## src/rtl/diuv_fifo.sv

```systemverilog
// Short word queue between the front and back parts.
`timescale 1ns / 1ps

module diuv_fifo #(
   parameter int WIDTH = 8,
   parameter int DEPTH = 4,
   localparam int PTR_W = $clog2(DEPTH),
   localparam int CNT_W = $clog2(DEPTH + 1)
) (
   input  logic             clock,
   input  logic             reset,
   input  logic             push,
   input  logic [WIDTH-1:0] wdata,
   input  logic             pop,
   output logic [WIDTH-1:0] rdata,
   output logic             empty,
   output logic [CNT_W-1:0] count
);

   logic [WIDTH-1:0] store_ff [DEPTH];
   logic [PTR_W-1:0] wr_ptr_ff, wr_ptr_in;
   logic [PTR_W-1:0] rd_ptr_ff, rd_ptr_in;
   logic [CNT_W-1:0] count_ff, count_in;

   always_comb begin
      wr_ptr_in = push ? wr_ptr_ff + PTR_W'(1) : wr_ptr_ff;
      rd_ptr_in = pop ? rd_ptr_ff + PTR_W'(1) : rd_ptr_ff;
      count_in  = count_ff + CNT_W'(push) - CNT_W'(pop);
   end

   always_ff @(posedge clock) begin
      if (reset) begin
         wr_ptr_ff <= '0;
         rd_ptr_ff <= '0;
         count_ff  <= '0;
      end else begin
         wr_ptr_ff <= wr_ptr_in;
         rd_ptr_ff <= rd_ptr_in;
         count_ff  <= count_in;
      end
      if (push) begin
         store_ff[wr_ptr_ff] <= wdata;
      end
   end

   assign rdata = store_ff[rd_ptr_ff];
   assign empty = (count_ff == '0);
   assign count = count_ff;

endmodule

```

## config.mk

```make
export PLATFORM = sky130hd
export DESIGN_NAME = diuv_fifo
export DESIGN_NICKNAME = d
export VERILOG_FILES = /design/src/rtl/diuv_fifo.sv
export SDC_FILE = /design/constraint.sdc
export NUM_CORES = 1
export LEC_CHECK = 0
export BUFFER_PORTS_ARGS = -buffer_cell sky130_fd_sc_hd__clkbuf_2
export CORE_MARGIN = 2
export CORE_UTILIZATION = 49
export CTS_CLUSTER_DIAMETER = 80
export DETAILED_ROUTE_END_ITERATION = 10
export GPL_TIMING_DRIVEN = 0
export PLACE_DENSITY_LB_ADDON = 0.1
export SLEW_MARGIN = 25
export SYNTH_ARGS = -nofsm -noshare
export SYNTH_HDL_FRONTEND = slang
export SYNTH_SLANG_ARGS = --single-unit
```

## constraint.sdc

```tcl
create_clock -name clock -period 3.55 [get_ports clock]
set_clock_uncertainty 0.2 [all_clocks]
set_input_delay 0.5325 -clock clock [delete_from_list [all_inputs] [get_ports clock]]
set_output_delay 0.5325 -clock clock [all_outputs]
set_load 0.05 [all_outputs]
```

==> results of run 1 <==
-- registers in the layout, summed over array words and instances, names as in the netlist, named ones only --
register   count
count          3
rd_ptr_ff      2
wr_ptr_ff      2
store_ff      32
-- worst reg2reg max path: cells and delay by family, from the launching register on --
kind / cells / cell delay [ns]
fa+ha+maj: 3 / 0.84
flops: 1 / 0.38
xor+xnor: 1 / 0.35
buf+inv: 2 / 0.09
simple gates: 1 / 0.08
-- cells in the final DEF, fill, tap and decap left out, types with 4 or more instances in the layout --
| cell | count |
|---|---|
| clkbuf_2 | 24 |
| dfxtp_1 | 9 |
| and2_1 | 4 |
| ha_1 | 6 |
| edfxtp_1 | 32 |
| nor2_1 | 5 |
| mux4_2 | 8 |
| clkbuf_4 | 5 |
| inv_1 | 6 |
-- report_power, final --
group | internal [mW] | switching, mW
sequential | 0.551 | 0.0162
combinational | 0.0812 | 0.158
clock | 0.0754 | 0.145
-- final cells by class --
type                    instances  share of cell area [%]
plain buffers                   2                   0.897
clock buffers                   5                    2.07
clock inverters                 3                   0.897
inverters                       6                    1.24
multi-input cells              34                    22.6
flip-flops and latches         41                    62.9
well taps                      44                    3.03
repair buffers                 23                    6.34
-- routing by layer --
metal  GRT usage (%)  vias to the layer above  share of wire [%]
met1            15.7                      368                 41
li1                -                      370                  -
met4            6.52                        0                1.7
met2            23.8                       21                 52
met5               0                        -                  0
met3            5.97                        6                5.8
-- through the flow --
| stage | power [mW] | util (%) | instances | setup slack, ns |
|---|---|---|---|---|
| 2_1_floorplan | 0.766 | - | 83 | 1.17 |
| 3_3_place_gp | 0.814 | 57.2 | 150 | 1.33 |
| 3_5_place_dp | 0.821 | 57.2 | 150 | 1.31 |
| 4_1_cts | 1.04 | 58.9 | 158 | 1.16 |
| 5_1_grt | 1.08 | 58.9 | 158 | 1.11 |
| 6_report | 1.03 | 58.9 | 158 | 1.19 |
-- kinds of logic after synthesis --
logic type	Yosys count	synth area share, %
buffers and inverters	8	2.44
adders and majority gates	7	5.98
muxes	9	12.0
and+or+nand+nor	13	4.33
DFF	41	71.8
AOI/OAI and AO/OA	2	0.944
xor gates and xnor gates	3	2.60
-- worst min-delay path by stage --
stage            startpoint              to  slack (ns)  cells after the start
5_1_grt            wdata[0]  store_ff[3][0]        0.18                      1
3_5_place_dp   rd_ptr_ff[1]        register        0.33                      2
4_1_cts            wdata[0]  store_ff[0][0]        0.18                      1
3_3_place_gp   rd_ptr_ff[0]    rd_ptr_ff[1]        0.32                      2
2_1_floorplan  rd_ptr_ff[1]        register        0.29                      2
6_report           wdata[0]  store_ff[3][0]        0.20                      1
==> flow_summary_export.csv, run 1 <==
group,metric,value,unit
status,status,"finished, final reports clean",
synth,synth.distinct_cells,18,
synth,synth.top_cell.area_share,60.4,%
floorplanning,core_area,0.00308,mm²
sta,period_share,66.5,%
worst_setup_path,slowest_stage,"mux4_2",
sta,rsz0062_at_grt,"false",
worst_setup_path,worst-setup-path-type,"reg2out",
floorplanning,die_w,61.0,µm
clocking,cts_tree,"done",
sta,hold_viol,0,
synth,yosys-top-cells-count,"32 x edfxtp_1, 9 x dfxtp_1, 8 x mux4_2",
synth,synthArstFlopShare,0,%
finish,final_area,0.00181,mm²
finish,regArea,0.00114,mm²
placement,place.gp.congestion,0.639,
floorplanning,die_y,61.0,µm
synth,ys.flop_type,"edfxtp_1",
worst_setup_path,r2r.worst_path.cells,7,
clocking,post_cts_resized,0,
worst_setup_path,critPathArrivalTime,1.63,ns
floorplanning,row_count,20,
global_route,antenna_found_initial,0,
worst_setup_path,cp-endpoint,"rdata[6]",
sta,timing.hold.ws,0.195,ns
worst_setup_path,path_buf_inv,2,
clocking,clockRootBuffer,"clkbuf_4",
sta,drv_slew,0,
worst_setup_path,critPathCaptureType,"output pin",
route,drt_iter0_markers,13,
route,route.detailed.drc,0,
worst_setup_path,path_delay_family,"multiplexers",
sta,slew_headroom,70.6,%
global_route,grt_use_total,14.2,%
synth,synth.avg_cell_area,19.2,µm²
clocking,cts.sinks,41,
clocking,clkLatencyLatePin,0.34,ns
global_route,grt_max_degree,14,
route,wire_per_inst,14.1,µm
floorplanning,dieArea,0.00372,mm²
route,routed_via_density,4.84,
sta,timing.fmax,424,MHz
worst_setup_path,cpPeakStageDelay,0.52,ns
route,ant_nets,0,
placement,place_hpwl,1550,µm
finish,fillers,261,
floorplanning,ios,24,
sta,fin_crit,2.36,ns
finish,nets,132,
clocking,ctsHoldBuffers,0,
worst_setup_path,r2r-end,"count[2]",
clocking,post-cts-setup-buffers,0,
synth,synth_seq_cells,41,
power_and_ir_drop,power.leakage,0.685,nW
global_route,grt_pass1_wl,3480,µm
global_route,gr-total-overflow,0,
placement,dpl_cell_area,0.00176,mm²
global_route,grt_pass1_vias,729,
clocking,cts_buffers,5,
synth,yosysTopAreaCell,"edfxtp_1",
floorplanning,initial_utilization,51.7,%
synth,synth_fp_nets,102,
sta,fin_setup_tns,0,ns
finish,multi_input_area,410,µm²
route,routed_wirelength,2220,µm
power_and_ir_drop,ir_worst_vdd,419,µV
worst_setup_path,reg2reg_from,"count[0]",
synth,syn_area,0.00159,mm²
synth,synthCells,83,
worst_setup_path,crit_chain,"buf_6, mux4_2, clkbuf_2",
synth,synth_edf_count,32,
hold_path,min_path_type,"in2reg",
power_and_ir_drop,p_per_area,566,mW/mm²
worst_setup_path,crit_path_start_kind,"register",
worst_setup_path,reg2reg_slack,1.57,ns
worst_setup_path,cp_max_fo,8,
route,vias,765,
job,drv_cap,0,
worst_setup_path,cp_data_required_time,2.82,ns
finish,drive_gt1_share,36.8,%
placement,numPortBuffers,23,
synth,yosys.cell_count.top_type,"edfxtp_1",
synth,synth_area_leaders,"edfxtp_1 60%, dfxtp_1 11%, mux4_2 11%",
synth,synth_warnings,0,
synth,ys_seq_area_share,71.8,%
clocking,clk_pin_slew,0.13,ns
finish,diodes,0,
route,drtPass1Iterations,4,
sta,worst_slew_pin_slew,0.440,ns
worst_setup_path,cp.depth,3,
sta,setup_viol,0,
clocking,max-clock-path-buffers,2,
finish,area_growth_syn_to_layout,14.1,%
clocking,htreeDepth,2,
Power figures use the tool's default switching activity.
==> inputs of run 2 (changes only) <==
Clock period 3.55 ns to 2.3 ns, I/O delays scaled along.
==> run 2 against run 1 <==
- clock-buffer cell count unchanged
- hold slack got worse by 0.18 ns
- clock power increased by 54%
- cell area increased by 1.1%
- critical path type unchanged
- largest power group unchanged
==> flow_summary_export.csv, run 2 (synthesized netlist as in run 1, its figures left out) <==
group,metric,value,unit
status,status,"finished, final reports clean",
finish,final_cell_mix,"32 x edfxtp_1, 24 x clkbuf_2, 9 x dfxtp_1",
floorplanning,initial_utilization,51.7,%
worst_setup_path,cp.depth,3,
worst_setup_path,critPathArrivalTime,1.63,ns
finish,largest_register,"store_ff",
route,routed_via_density,4.86,
sta,hold_viol,0,
worst_setup_path,path_delay_family,"multiplexers",
finish,nets,134,
global_route,grt_max_degree,14,
global_route,antenna_found_initial,0,
clocking,clk_pin_slew,0.12,ns
worst_setup_path,cpPeakStageDelay,0.52,ns
global_route,grt_use_total,14.3,%
global_route,grt_pass1_wl,3520,µm
worst_setup_path,worst-setup-path-type,"reg2out",
floorplanning,die_y,61.0,µm
clocking,htreeDepth,2,
worst_setup_path,r2r-end,"count[2]",
worst_setup_path,crit_chain,"buf_6, mux4_2, clkbuf_2",
worst_setup_path,cp_data_required_time,1.75,ns
sta,setup_viol,0,
power_and_ir_drop,ir_worst_vdd,647,µV
worst_setup_path,crit_path_start_kind,"register",
placement,numPortBuffers,23,
clocking,cts_tree,"done",
power_and_ir_drop,power.leakage,0.693,nW
clocking,cts.sinks,41,
global_route,gr-total-overflow,0,
floorplanning,row_count,20,
worst_setup_path,critPathCaptureType,"output pin",
finish,fillers,260,
clocking,clockRootBuffer,"clkbuf_4",
clocking,max-clock-path-buffers,2,
route,drt_iter0_markers,12,
worst_setup_path,reg2reg_slack,0.32,ns
worst_setup_path,cp-endpoint,"rdata[6]",
finish,drive_gt1_share,36.2,%
sta,drv_slew,0,
sta,rsz0062_at_grt,"false",
worst_setup_path,path_buf_inv,2,
finish,area_growth_syn_to_layout,15.3,%
job,drv_cap,0,
sta,slew_headroom,70.6,%
route,wire_per_inst,14.0,µm
sta,period_share,94.4,%
global_route,grt_pass1_vias,731,
placement,dp_cells,150,
worst_setup_path,reg2reg_from,"count[0]",
floorplanning,dieArea,0.00372,mm²
route,route.detailed.drc,0,
floorplanning,core_area,0.00308,mm²
worst_setup_path,cp_max_fo,8,
finish,final_common_cell,"edfxtp_1",
sta,worst_slew_pin_slew,0.440,ns
placement,place_hpwl,1550,µm
placement,place.gp.congestion,0.639,
clocking,cts_buffers,5,
floorplanning,ios,24,
floorplanning,die_w,61.0,µm
finish,diodes,0,
worst_setup_path,slowest_stage,"mux4_2",
sta,fin_crit,2.17,ns
route,routed_wirelength,2240,µm
finish,instances_no_fill,160,
power_and_ir_drop,p_per_area,865,mW/mm²
sta,timing.fmax,461,MHz
route,drtPass1Iterations,4,
route,ant_nets,0,
finish,largest_reg_flops,32,
clocking,clkLatencyLatePin,0.34,ns
route,vias,777,
sta,fin_setup_tns,0,ns
worst_setup_path,r2r.worst_path.cells,7,
hold_path,min_path_type,"in2reg",
## run 2: cell types whose count changed in the layout (fill, tap and decap cells not counted)
cell           before  now
dlygate4sd3_1       0    2
## run 2: final cells by class
class | count | area [µm²] | area share [%]
inverters | 6 | 22.5 | 1.23
well taps | 44 | 55.1 | 3.00
clock inverters | 3 | 16.3 | 0.887
plain buffers | 2 | 16.3 | 0.887
clock buffers | 5 | 37.5 | 2.05
repair buffers | 25 | 135 | 7.37
multi-input cells | 34 | 410 | 22.4
flip-flops and latches | 41 | 1140 | 62.2
## run 2: how the worst min path moves through the flow
stage / startpoint / to / slack (ns) / cells after the start
after floorplan: reset / count[0] / 0.22 / 1
after detailed placement: rd_ptr_ff[1] / register / 0.33 / 2
after global placement: rd_ptr_ff[0] / rd_ptr_ff[1] / 0.32 / 2
final: wdata[1] / store_ff[0][1] / 0.02 / 1
after CTS: wdata[1] / store_ff[0][1] / 0.004 / 1
after global routing: wdata[3] / store_ff[2][3] / 0.003 / 1
## run 2: layer usage
metal  part of all wire [%]  up-vias  track usage [%]  wire length, µm
li1                       -      374                -                -
met2                     52       21             23.8             1160
met3                    5.8        6             5.97              130
met4                    1.7        0             6.52               37
met5                      0        -                0                0
met1                     41      376             16.1              910
## run 2: repair_timing
| item | 4_1_cts | 5_1_grt |
|---|---|---|
| hold buffers | 2 | 0 |
| buffers inserted | 0 | 0 |
| gates resized for setup | 0 | 0 |
| endpoints found under the hold margin | 6 | 0 |
## run 2: per-stage QoR
stage / instance area, µm² / total power [mW] / util (%) / setup slack [ns] / hold WS [ns]
2_1_floorplan: 1590 / 1.18 / - / 0.0486 / 0.217
3_3_place_gp: 1760 / 1.26 / 57.2 / 0.264 / 0.322
3_5_place_dp: 1760 / 1.27 / 57.2 / 0.244 / 0.335
4_1_cts: 1830 / 1.61 / 59.6 / 0.0951 / 0.00398
5_1_grt: 1830 / 1.67 / 59.6 / 0.0446 / 0.00277
6_report: 1830 / 1.59 / 59.6 / 0.129 / 0.0175
## run 2: where the power goes
group	leakage (nW)	internal (mW)	total [mW]	switching (mW)
registers	0.368	0.850	0.875	0.0250
clock network	0.0353	0.116	0.340	0.223
logic	0.290	0.128	0.372	0.245
==> inputs of run 3 (changes only) <==
Settings changed: GPL_TIMING_DRIVEN 0 to 1, REMOVE_ABC_BUFFERS from default to 1.
==> run 3 against run 2 <==
- cell area increased by 2.9%
- largest cell class unchanged
- combinational power about the same
- setup slack got worse by 0.019 ns
- sequential power about the same
- fmax decreased by 0.87%
- wire length increased by 1.3%
- via count increased by 1.8%
- cell count increased by 1.3%
- critical path depth unchanged
- die area unchanged
- clock-buffer cell count increased by 2
- core utilization increased by 1.7 points
==> flow_summary_export.csv, run 3 (synthesized netlist as in run 1, its figures left out) <==
group,metric,value,unit
global_route,grt_use_total,14.5,%
placement,place.gp.congestion,0.610,
route,vias,791,
sta,hold_viol,0,
placement,dp_slack,0.247,ns
route,drtPass1Iterations,4,
sta,setup_viol,0,
global_route,grt_max_degree,13,
sta,rsz0062_at_grt,"false",
finish,fillers,243,
sta,fin_crit,2.19,ns
floorplanning,die_y,61.0,µm
sta,setup_ws,0.110,ns
placement,numPortBuffers,23,
job,drv_cap,0,
finish,drive_gt1_share,33.9,%
clocking,cts_tree,"done",
worst_setup_path,slowest_stage,"mux4_2",
worst_setup_path,worst-setup-path-type,"reg2out",
clocking,clockRootBuffer,"clkbuf_4",
finish,largest_reg_flops,32,
finish,area_growth_syn_to_layout,18.6,%
power_and_ir_drop,ir_worst_vdd,608,µV
placement,place_hpwl,1550,µm
worst_setup_path,r2r.worst_path.cells,7,
route,routed_wirelength,2260,µm
route,wire_per_inst,14.0,µm
route,route.detailed.drc,0,
finish,final_common_cell,"edfxtp_1",
sta,worst_slew_pin_slew,0.464,ns
route,drt_iter0_markers,11,
finish,largest_register,"store_ff",
sta,timing.fmax,457,MHz
placement,dp_cells,149,
route,routed_via_density,4.88,
power_and_ir_drop,power.leakage,0.711,nW
finish,final_cell_mix,"32 x edfxtp_1, 23 x clkbuf_2, 9 x dfxtp_1",
floorplanning,die_w,61.0,µm
worst_setup_path,critPathCaptureType,"output pin",
clocking,cts_buffers,5,
sta,slew_headroom,69.1,%
floorplanning,ios,24,
sta,drv_slew,0,
hold_path,hold_depth,1,
clocking,htreeDepth,2,
worst_setup_path,crit_path_start_kind,"register",
clocking,clk_pin_slew,0.11,ns
global_route,grt_pass1_vias,751,
floorplanning,initial_utilization,51.7,%
worst_setup_path,cp_data_required_time,1.75,ns
hold_path,holdCritStartpoint,"wdata[5]",
finish,diodes,0,
floorplanning,row_count,20,
route,ant_nets,0,
worst_setup_path,reg2reg_from,"count[0]",
global_route,antenna_found_initial,0,
worst_setup_path,reg2reg_slack,0.34,ns
floorplanning,core_area,0.00308,mm²
worst_setup_path,cpPeakStageDelay,0.53,ns
power_and_ir_drop,p_per_area,914,mW/mm²
worst_setup_path,critPathArrivalTime,1.65,ns
finish,instances_no_fill,162,
clocking,clkLatencyLatePin,0.34,ns
clocking,cts.sinks,41,
global_route,grt_pass1_wl,3540,µm
global_route,gr-total-overflow,0,
floorplanning,dieArea,0.00372,mm²
sta,fin_setup_tns,0,ns
worst_setup_path,r2r-end,"count[2]",
hold_path,hold_end,"store_ff[1][5]",
hold_path,min_path_type,"in2reg",
finish,nets,136,
sta,period_share,95.2,%
clocking,max-clock-path-buffers,2,
worst_setup_path,crit_chain,"buf_4, mux4_2, clkbuf_2",
status,status,"finished, final reports clean",
worst_setup_path,cp_max_fo,8,
run 3: repair_timing:
item,in CTS,in global routing
setup buffers,0,0
resized for setup,0,0
hold buffers,0,5
hold endpoints to repair,0,20
run 3: layout make-up:
type                       count  area, µm²  share of cell area (%)
clock inverter                 1       30.0                    1.59
tap                           44       55.1                    2.92
multi-input combinational     34        410                    21.8
inverter                       6       22.5                    1.19
timing repair buffer          29        173                    9.15
clock buffer                   7       55.1                    2.92
sequential                    41       1140                    60.5
run 3: how the worst max path moves through the flow:
stage | endpoint | slack (ns)
after floorplan | count[2] | 0.05
after CTS | rdata[0] | 0.07
after global routing | rdata[0] | 0.02
after detailed placement | count[2] | 0.25
after global placement | count[2] | 0.28
final | rdata[0] | 0.11
run 3: critical path: cells and delay by family, from the launching register on:
family	cells	cell delay, ns
buffers and inverters	2	0.45
flip-flops	1	0.32
multiplexers	1	0.53
run 3: report_power, final:
part | switching [mW] | leakage (nW) | internal (mW)
combinational | 0.241 | 0.297 | 0.129
sequential | 0.0278 | 0.368 | 0.850
clock | 0.218 | 0.0455 | 0.260
run 3: stage by stage:
stage | area (µm²) | power (mW) | hold WS [ns] | utilization (%)
3_3_place_gp | 1750 | 1.26 | 0.327 | 56.9
2_1_floorplan | 1570 | 1.18 | 0.217 | -
5_1_grt | 1890 | 1.81 | 0.000861 | 61.3
3_5_place_dp | 1750 | 1.26 | 0.350 | 56.9
4_1_cts | 1840 | 1.74 | 0.00280 | 59.7
6_report | 1890 | 1.73 | 0.0230 | 61.3
run 3: per-layer routing:
metal  wire [µm]  track usage, %
met1         967            16.9
met5           0               0
met4          23            7.45
met3         120            6.40
met2        1150            22.7
