<file path="config.mk">
export PLATFORM = sky130hd
export DESIGN_NAME = diuv_front
export DESIGN_NICKNAME = d
export VERILOG_FILES = /design/src/rtl/diuv_pkg.sv /design/src/rtl/diuv_front.sv
export SDC_FILE = /design/constraint.sdc
export NUM_CORES = 1
export LEC_CHECK = 0
export ABC_AREA = 1
export BUFFER_PORTS_ARGS = -buffer_cell sky130_fd_sc_hd__buf_2
export CORE_ASPECT_RATIO = 0.5
export CORE_MARGIN = 3
export CORE_UTILIZATION = 57
export CTS_CLUSTER_DIAMETER = 200
export DETAILED_ROUTE_END_ITERATION = 6
export PLACE_DENSITY = 0.79
export SLEW_MARGIN = 40
export SYNTH_ARGS = -nofsm -noshare
export SYNTH_HDL_FRONTEND = slang
export SYNTH_SLANG_ARGS = --single-unit
</file>
<file path="constraint.sdc">
create_clock -name clock -period 4.1 [get_ports clock]
set_input_delay 1.23 -clock clock [delete_from_list [all_inputs] [get_ports clock]]
set_output_delay 1.23 -clock clock [all_outputs]
set_load 0.02 [all_outputs]
</file>
<file path="src/rtl/diuv_pkg.sv">
// Shared constants and types of the depth inversion and uv scatter block.
`timescale 1ns / 1ps

package diuv_pkg;

   // Field widths of the request and response words.
   localparam int RAW_W       = 16;
   localparam int COORD_W     = 17;
   localparam int COORD_FRAC  = 16;
   localparam int ADDR_PORT_W = 19;
   localparam int MAX_W       = 16;
   localparam int FACT_W      = 8;
   localparam int CSR_INDEX_W = 1;
   localparam int CSR_DATA_W  = 16;

   // Depth of the queue between front and back.
   localparam int FIFO_DEPTH  = 4;

   // Request kinds.
   localparam logic [1:0] REQ_WRITE = 2'd0;
   localparam logic [1:0] REQ_READ  = 2'd1;
   localparam logic [1:0] REQ_START = 2'd2;

   // Register indexes.
   localparam logic [CSR_INDEX_W-1:0] CSR_MAX_PIXEL   = 1'b0;
   localparam logic [CSR_INDEX_W-1:0] CSR_CORR_FACTOR = 1'b1;

   localparam logic [MAX_W-1:0]  MAX_PIXEL_RESET   = 16'hFFFF;
   localparam logic [FACT_W-1:0] CORR_FACTOR_RESET = 8'd1;

   // Classification of one queued word.
   typedef struct packed {
      logic [1:0] kind;   // request kind
      logic       hit;    // write lands in the store, or read address is inside
      logic       oor;    // write position fell outside the frame
   } flags_type;

endpackage

</file>
<file path="src/rtl/diuv_front.sv">
// Front part: registers a request, maps uv to a frame index and classifies it.
`timescale 1ns / 1ps

module diuv_front import diuv_pkg::*; #(
   parameter int OUT_WIDTH  = 640,
   parameter int OUT_HEIGHT = 480,
   localparam int FRAME_SIZE = OUT_WIDTH * OUT_HEIGHT,
   localparam int ADDR_W     = $clog2(FRAME_SIZE)
) (
   input  logic                   clock,
   input  logic                   reset,
   input  logic                   accept,
   input  logic [1:0]             req_type,
   input  logic [RAW_W-1:0]       depth_raw,
   input  logic [COORD_W-1:0]     u_coord,
   input  logic [COORD_W-1:0]     v_coord,
   input  logic [ADDR_PORT_W-1:0] read_address,
   output logic                   push,
   output flags_type              push_flags,
   output logic [RAW_W-1:0]       push_raw,
   output logic [ADDR_W-1:0]      push_index
);

   localparam int UPW = COORD_W + $clog2(OUT_WIDTH + 1);
   localparam int VPW = COORD_W + $clog2(OUT_HEIGHT + 1);
   localparam int CW  = UPW - COORD_FRAC;
   localparam int RW  = VPW - COORD_FRAC;

   logic [UPW-1:0]    u_prod;
   logic [VPW-1:0]    v_prod;
   logic [31:0]       addr_wide;

   logic              valid_ff, valid_in;
   logic [1:0]        kind_ff, kind_in;
   logic [RAW_W-1:0]  raw_ff, raw_in;
   logic              nz_ff, nz_in;
   logic [CW-1:0]     col_ff, col_in;
   logic [RW-1:0]     row_ff, row_in;
   logic              rhit_ff, rhit_in;
   logic [ADDR_W-1:0] raddr_ff, raddr_in;

   logic              in_frame;

   // Stage one: scale the coordinates and check the read address.
   always_comb begin
      u_prod    = UPW'(u_coord) * UPW'(OUT_WIDTH);
      v_prod    = VPW'(v_coord) * VPW'(OUT_HEIGHT);
      addr_wide = 32'(read_address);
      valid_in  = accept;
      kind_in   = accept ? req_type : kind_ff;
      raw_in    = accept ? depth_raw : raw_ff;
      nz_in     = accept ? ((u_coord != '0) && (v_coord != '0)) : nz_ff;
      col_in    = accept ? u_prod[UPW-1:COORD_FRAC] : col_ff;
      row_in    = accept ? v_prod[VPW-1:COORD_FRAC] : row_ff;
      rhit_in   = accept ? (addr_wide < 32'(FRAME_SIZE)) : rhit_ff;
      raddr_in  = accept ? addr_wide[ADDR_W-1:0] : raddr_ff;
   end

   always_ff @(posedge clock) begin
      if (reset) begin
         valid_ff <= 1'b0;
      end else begin
         valid_ff <= valid_in;
      end
      kind_ff  <= kind_in;
      raw_ff   <= raw_in;
      nz_ff    <= nz_in;
      col_ff   <= col_in;
      row_ff   <= row_in;
      rhit_ff  <= rhit_in;
      raddr_ff <= raddr_in;
   end

   // Stage two: classify and form the store index, then push.
   always_comb begin
      in_frame        = (col_ff < CW'(OUT_WIDTH)) && (row_ff < RW'(OUT_HEIGHT));
      push            = valid_ff;
      push_raw        = raw_ff;
      push_flags.kind = kind_ff;
      push_flags.oor  = (kind_ff == REQ_WRITE) && nz_ff && !in_frame;
      case (kind_ff)
         REQ_WRITE: begin
            push_flags.hit = nz_ff && in_frame;
            push_index     = ADDR_W'(row_ff) * ADDR_W'(OUT_WIDTH) + ADDR_W'(col_ff);
         end
         REQ_READ: begin
            push_flags.hit = rhit_ff;
            push_index     = raddr_ff;
         end
         default: begin
            push_flags.hit = 1'b0;
            push_index     = raddr_ff;
         end
      endcase
   end

endmodule

</file>
==> results of run 1 <==
## critical path, cell delays in order, from the launching register on
cell                       delay [ps]
sky130_fd_sc_hd__edfxtp_1         420
sky130_fd_sc_hd__ha_1             310
sky130_fd_sc_hd__ha_2             180
sky130_fd_sc_hd__inv_2             40
sky130_fd_sc_hd__fa_2             410
sky130_fd_sc_hd__inv_2            100
sky130_fd_sc_hd__nand3_2           80
sky130_fd_sc_hd__nand2_2           90
sky130_fd_sc_hd__nand2_1           70
sky130_fd_sc_hd__nand2_2          110
sky130_fd_sc_hd__nand3_2           90
sky130_fd_sc_hd__nor2_2           170
sky130_fd_sc_hd__nand2_1           70
sky130_fd_sc_hd__nand2_1           70
sky130_fd_sc_hd__nand3_2           80
sky130_fd_sc_hd__nand2_2           90
sky130_fd_sc_hd__buf_6            110
## repair_timing
item | CTS | global route
pin swaps | 1 | 16
endpoints found under the setup margin | 3 | 5
gates cloned | 0 | 0
setup buffers | 2 | 6
gates resized for setup | 3 | 21
## area by class of cell
| class | instances | share of cell area, % |
|---|---|---|
| Inverter | 109 | 6.01 |
| Tap cell | 130 | 2.39 |
| Clock buffer | 10 | 3.36 |
| Clock inverter | 6 | 0.790 |
| Timing Repair Buffer | 126 | 9.92 |
| Sequential cell | 61 | 26.8 |
| Multi-Input combinational cell | 471 | 50.8 |
## registers in the layout (all words and copies together) (netlist names)
name / count
raddr_ff: 19
push_raw: 16
col_ff: 11
row_ff: 10
kind_ff: 2
nz_ff: 1
push: 1
rhit_ff: 1
## metal layers
layer  routed length, um  vias to the layer above  track usage [%]  share of wire (%)
li1                    -                     2400                -                  -
met1                5530                     2243             29.1                 43
met2                6260                      140             38.5                 49
met3                 731                       23             4.93                5.7
met4                 231                        0             6.85                1.8
met5                   0                        -                0                  0
## synth_stat cells (all sizes together)
cell type / number / area share (%)
a21oi: 44 / 3.9
o31ai: 2 / 0.27
xor2: 10 / 1.6
nor3: 4 / 0.36
edfxtp: 60 / 32
a31oi: 1 / 0.11
o21ai: 26 / 2.3
clkbuf: 2 / 0.13
nand2: 167 / 11
nand3: 34 / 3.3
a21o: 7 / 0.93
and2: 1 / 0.11
buf: 1 / 0.089
dfxtp: 1 / 0.36
ha: 80 / 18
or2: 1 / 0.11
fa: 32 / 11
o21bai: 4 / 0.53
and3: 1 / 0.11
o32ai: 1 / 0.16
nor2: 34 / 2.5
nor3b: 1 / 0.13
o21a: 3 / 0.40
inv: 109 / 7.3
xnor2: 3 / 0.60
a211oi: 2 / 0.27
nor4: 4 / 0.45
nand3b: 3 / 0.62
nand4: 6 / 0.67
## cell families after synthesis
kind of cell | after synthesis | synth area share [%]
AO/OA/AOI/OAI | 90 | 8.90
AND/OR/NAND/NOR | 256 | 19.8
adder cells (fa/ha/maj) | 112 | 29.2
buffers and inverters | 112 | 7.50
XOR/XNOR | 13 | 2.16
flip-flops | 61 | 32.4
## final timing paths
check | from | to | depth (start not counted)
worst min-delay path | reset | push$_SDFF_PP0_ | 2
worst max-delay path | row_ff[3]$_DFFE_PP_ | push_index[17] | 16
## stage by stage
stage / hold WS, ps / power (uW)
2_1_floorplan: 1300 / 2520
3_3_place_gp: 1390 / 2980
3_5_place_dp: 1390 / 3040
4_1_cts: 1050 / 3800
5_1_grt: 1060 / 4500
6_report: 1050 / 4170
## power by group
part | total (uW) | switching, uW | internal (uW)
logic | 2590 | 1570 | 1020
clock network | 716 | 254 | 462
registers | 868 | 56.9 | 811
total | 4170 | 1880 | 2290
==> results.rst, run 1 <==
.. list-table::
   :header-rows: 1

   * - Metric
     - Value
   * - Inserted Diodes
     - 0
   * - Synthesized area
     - between 5000 and 6000 um^2
   * - Iteration-0 DRC Markers
     - 288
   * - Pwr per Cell Area
     - between 600 and 700 nW/um^2
   * - Worst slew pin tran
     - 772 ps
   * - Antenna Nets Post-Route
     - 0
   * - Die Ht
     - 76.2 um
   * - Pin count of the biggest net entering global routing
     - 36
   * - Multi-input logic area
     - ~3500 um^2
   * - Placement row count
     - 24
   * - Standard cell area after detailed placement
     - 6370 um^2
   * - Die Area
     - around 11000 um^2
   * - Clock buffer count from CTS
     - 9
   * - Status
     - finished, final reports clean
   * - Via total after detailed routing
     - 4806
   * - Pre-CTS setup slack
     - -35.8 ps
   * - Global route overflow
     - 0
   * - Design Area, Final
     - ~6800 um^2
   * - Most common cell after layout, fill and taps aside
     - sky130_fd_sc_hd__nand2_1
   * - Total Routed Length
     - ~13000 um
   * - Average footprint of a synthesized cell
     - 8.73 um^2
   * - Final Non-Filler Cells
     - roughly 900
   * - Setup TNS Final
     - 0 ps
   * - Fraction of final layout cells with drive strength greater than 1
     - a little over a fifth
   * - Startpoint-to-endpoint class of the critical path
     - register to primary output
   * - Yosys warnings
     - 0
   * - Leakage
     - 0.00354 uW
   * - Largest fanout on the critical path
     - 3
   * - Number of optimization iterations in the first detailed-route pass
     - 5
   * - Chip width
     - roughly 150 um
   * - CTS root buffer
     - sky130_fd_sc_hd__clkbuf_16
   * - Period utilization
     - about 100%
   * - Initial standard-cell utilization of the core
     - 61.6%
   * - Antenna violations before repair
     - 0
   * - Final Setup Violations
     - 0
   * - Clock sinks
     - 61
   * - CP Data Required Time
     - 2870 ps
   * - Number of distinct standard cells referenced by the synthesized netlist
     - 38
   * - Total Routing Usage GR
     - 22.6%
   * - Final max-slew violation count
     - 0
   * - Filler cell count in the final layout
     - 690
   * - Worst Setup Slack, final
     - 39.3 ps
   * - H-tree Lvls
     - 3
   * - Number of failing hold endpoints at the final stage
     - 0
   * - Detail-routed via count per cell
     - between 5 and 6
   * - Setup repair after global routing missed its margin
     - true
   * - Maximum root-to-sink buffer count
     - 2
   * - Worst VDD drop
     - 400 uV
   * - Wire per inst
     - between 10 and 15 um
   * - CTS tree
     - yes
   * - Class of the tightest hold or removal check
     - primary input to register
   * - Crit path DAT
     - about 2800 ps
   * - CTS Hold Bufs
     - 0
   * - Port Buf Inserts
     - around 110
   * - Number of nets in the finished design
     - a little under 1000
   * - # IOs
     - about 110
   * - Highest clock rate
     - between 0.2 and 0.25 GHz
   * - Post-Syn Nets
     - 830
   * - DPL Wire Length
     - slightly below 10000 um
   * - Core Region
     - about 9100 um^2
   * - Register area
     - 1820 um^2
   * - Residual DRC count
     - 0
   * - Post-synthesis to final-layout area growth
     - 21.1%
   * - Most used cells in the layout excluding fill and tap cells
     - sky130_fd_sc_hd__nand2_1 (160), sky130_fd_sc_hd__buf_2 (111), sky130_fd_sc_hd__inv_1 (105)
   * - Post-Place Cells
     - roughly 890
   * - Cell count after synthesis
     - roughly 640
   * - Fin crit period
     - 4060 ps
   * - Max-Slew Margin vs Limit
     - just under 50%
   * - First-pass GRT wire length
     - between 20000 and 25000 um
   * - Final cell utilization of the core
     - 74.6%
   * - CP Capture Type
     - primary output
   * - Final weighted congestion in routability-driven placement
     - 0.939
   * - Sequential-to-total area share from yosys stat
     - between 30% and 40%
   * - Max-cap violations
     - 0
   * - Reg clk slew, reported paths
     - about 50 ps
   * - Vias in the first global route
     - 4603
   * - Startpoint Class
     - register
   * - Synth Register Bits
     - between 60 and 70
Note: power is estimated with default switching activity, not from simulation.
==> inputs of run 2 (changes only) <==
ABC_AREA = unset   (was 1)
CORE_MARGIN = 2   (was 3)
CORE_UTILIZATION = 56   (was 57)
==> results.rst, run 2 <==
.. list-table::
   :header-rows: 1

   * - Metric
     - Value
   * - Status
     - finished with violations
   * - Failing checks
     - negative setup slack
   * - Total Routed Length
     - between 10000 and 15000 um
   * - Flip-flop count of the largest register after layout
     - 19
   * - Leakage
     - ~0.0031 uW
   * - Max-cap violations
     - 0
   * - Wire per inst
     - 15.4 um
   * - Number of nets in the finished design
     - just over 800
   * - Period utilization
     - 104%
   * - Top post-synthesis cells by count
     - sky130_fd_sc_hd__ha_1 (80), sky130_fd_sc_hd__edfxtp_1 (60), sky130_fd_sc_hd__inv_1 (59)
   * - Crit path launch
     - row_ff[2]$_DFFE_PP_
   * - Residual DRC count
     - 0
   * - Antenna violations before repair
     - 0
   * - Worst VDD drop
     - approximately 450 uV
   * - Highest clock rate
     - ~0.23 GHz
   * - H-tree Lvls
     - 3
   * - Post-synth top area share
     - a little over a third
   * - Most common cell after layout, fill and taps aside
     - sky130_fd_sc_hd__buf_2
   * - Most area-consuming cells after synthesis
     - sky130_fd_sc_hd__edfxtp_1 (35%), sky130_fd_sc_hd__ha_1 (19%), sky130_fd_sc_hd__fa_1 (12%)
   * - Via total after detailed routing
     - 4012
   * - Number of optimization iterations in the first detailed-route pass
     - 4
   * - Chip width
     - about 140 um
   * - CTS root buffer
     - sky130_fd_sc_hd__clkbuf_16
   * - Vias in the first global route
     - ~4200
   * - Synth Register Bits
     - 61
   * - Core Region
     - approximately 9000 um^2
   * - Crit path DAT
     - 3030 ps
   * - Synthesized area
     - ~5200 um^2
   * - DPL Wire Length
     - about 8700 um
   * - Fin crit period
     - around 4300 ps
   * - Largest area contributor in the netlist
     - sky130_fd_sc_hd__edfxtp_1
   * - Fraction of final layout cells with drive strength greater than 1
     - 31.6%
   * - Post-Place Cells
     - roughly 720
   * - Startpoint Class
     - register
   * - Total Routing Usage GR
     - about a quarter
   * - Pre-CTS setup slack
     - -113 ps
   * - Port Buf Inserts
     - about 110
   * - Reg clk slew, reported paths
     - ~60 ps
   * - Pwr per Cell Area
     - a little over 700 nW/um^2
   * - Number of distinct standard cells referenced by the synthesized netlist
     - 53
   * - Pin count of the biggest net entering global routing
     - between 50 and 60
   * - Most used DFF post-synth
     - sky130_fd_sc_hd__edfxtp_1
   * - Startpoint-to-endpoint class of the critical path
     - register to primary output
   * - Iteration-0 DRC Markers
     - approximately 220
   * - Antenna Nets Post-Route
     - 0
   * - Largest fanout on the critical path
     - 4
   * - Top register by number of flip-flops
     - raddr_ff
   * - Initial standard-cell utilization of the core
     - between 50% and 60%
   * - Class of the tightest hold or removal check
     - primary input to register
   * - Cell count after synthesis
     - about 470
   * - Final weighted congestion in routability-driven placement
     - roughly 0.82
   * - Detail-routed via count per cell
     - between 5 and 6
   * - CP Data Required Time
     - 2870 ps
   * - Filler cell count in the final layout
     - 630
   * - Global route overflow
     - 0
   * - Maximum root-to-sink buffer count
     - 2
   * - Setup TNS Final
     - -415 ps
   * - Post-Syn Nets
     - approximately 650
   * - Final Setup Violations
     - 4
   * - Placement row count
     - 24
   * - CP Capture Type
     - primary output
   * - Worst Setup Slack, final
     - -159 ps
   * - Design Area, Final
     - ~6600 um^2
   * - Clock buffer count from CTS
     - 9
   * - Standard cell area after detailed placement
     - 6030 um^2
   * - Hold path start
     - reset
   * - Post-synthesis to final-layout area growth
     - 27.6%
   * - Async SR Flop Fraction
     - 0%
   * - # IOs
     - about 110
   * - Number of enable flip-flop cells after synthesis
     - 60
   * - Final Non-Filler Cells
     - ~740
   * - Worst slew pin tran
     - 611 ps
   * - Setup repair after global routing missed its margin
     - true
   * - CTS tree
     - yes
   * - Inserted Diodes
     - 0
   * - Average footprint of a synthesized cell
     - 11.0 um^2
   * - Clock sinks
     - a little over 60
   * - Die Ht
     - around 72 um
   * - Leading cell type by number of instances after synthesis
     - sky130_fd_sc_hd__ha_1
   * - Max-Slew Margin vs Limit
     - roughly three fifths
   * - Die Area
     - ~10000 um^2
   * - Yosys warnings
     - 0
   * - Sequential-to-total area share from yosys stat
     - between 30% and 40%
   * - First-pass GRT wire length
     - 18800 um
   * - Most used cells in the layout excluding fill and tap cells
     - sky130_fd_sc_hd__buf_2 (110), sky130_fd_sc_hd__ha_1 (73), sky130_fd_sc_hd__edfxtp_1 (60)
   * - Number of failing hold endpoints at the final stage
     - 0
   * - Final max-slew violation count
     - 0
==> run 2: changes by cell type after synthesis, sizes merged, moves of 6 or more <==
cell   previous run  this run
a21o              7        13
a21oi            44        24
inv             109        59
nand2           167        46
nand3            34        11
nor2             34        18
nor2b             0         6
o21ai            26        19
xnor2             3        19
==> run 2: kinds of logic after synthesis <==
logic type	count (synthesis)	share of synthesized area, %
fa+ha+maj	112	31.9
simple gates	114	11.1
xor+xnor	30	5.25
buf+inv	63	4.61
compound gates	88	11.8
flops	61	35.4
==> run 2: worst paths after layout <==
| kind | end | slack [ps] | cells past startpoint |
|---|---|---|---|
| worst max-delay path | push_index[18] | -160 | 9 |
| worst min-delay path | push$_SDFF_PP0_ | 1060 | 2 |
==> run 2: critical path, stage by stage (launching register included) <==
cell                       delay, ps
sky130_fd_sc_hd__edfxtp_1        410
sky130_fd_sc_hd__ha_1            350
sky130_fd_sc_hd__ha_1            340
sky130_fd_sc_hd__a21oi_2         220
sky130_fd_sc_hd__o22ai_1         140
sky130_fd_sc_hd__o41ai_2         280
sky130_fd_sc_hd__xor2_1          200
sky130_fd_sc_hd__a2111o_1        430
sky130_fd_sc_hd__a31oi_1         180
sky130_fd_sc_hd__buf_4           160
==> run 2: metrics by stage <==
step | hold slack [ps] | total power [uW] | utilization, %
floorplan | 1300 | 2590 | -
global placement | 1400 | 3130 | 68.3
detailed placement | 1400 | 3210 | 68.3
CTS | 1050 | 4320 | 73.2
global route | 1060 | 5030 | 74.5
finish | 1060 | 4710 | 74.5
==> run 2: cell type report <==
| class | count | area, um^2 | share of cell area [%] |
|---|---|---|---|
| Sequential cell | 61 | 1820 | 27.7 |
| Inverter | 59 | 221 | 3.37 |
| Clock buffer | 9 | 225 | 3.43 |
| Tap cell | 117 | 146 | 2.23 |
| Clock inverter | 7 | 51.3 | 0.780 |
| Timing Repair Buffer | 147 | 836 | 12.7 |
| Multi-Input combinational cell | 344 | 3270 | 49.8 |
==> run 2: power breakdown <==
part           switching (uW)  internal, uW  leakage [uW]  total, uW
Sequential               63.2           825      0.000596        889
Clock                     271           410      0.000132        680
Combinational            1670          1470       0.00242       3140
==> run 2: what timing repair did <==
item | CTS | global route
pin swaps | 8 | 5
setup endpoints to repair | 6 | 6
gates resized for setup | 21 | 16
hold buffers | 0 | 0
buffers inserted | 6 | 4
==> run 2: per-layer routing <==
layer	part of all wire, %	up-vias	track usage [%]
li1	-	1974	-
met1	45	1876	29.4
met2	47	139	41.7
met3	6.4	23	5.01
met4	1.6	0	7.00
met5	0	-	0
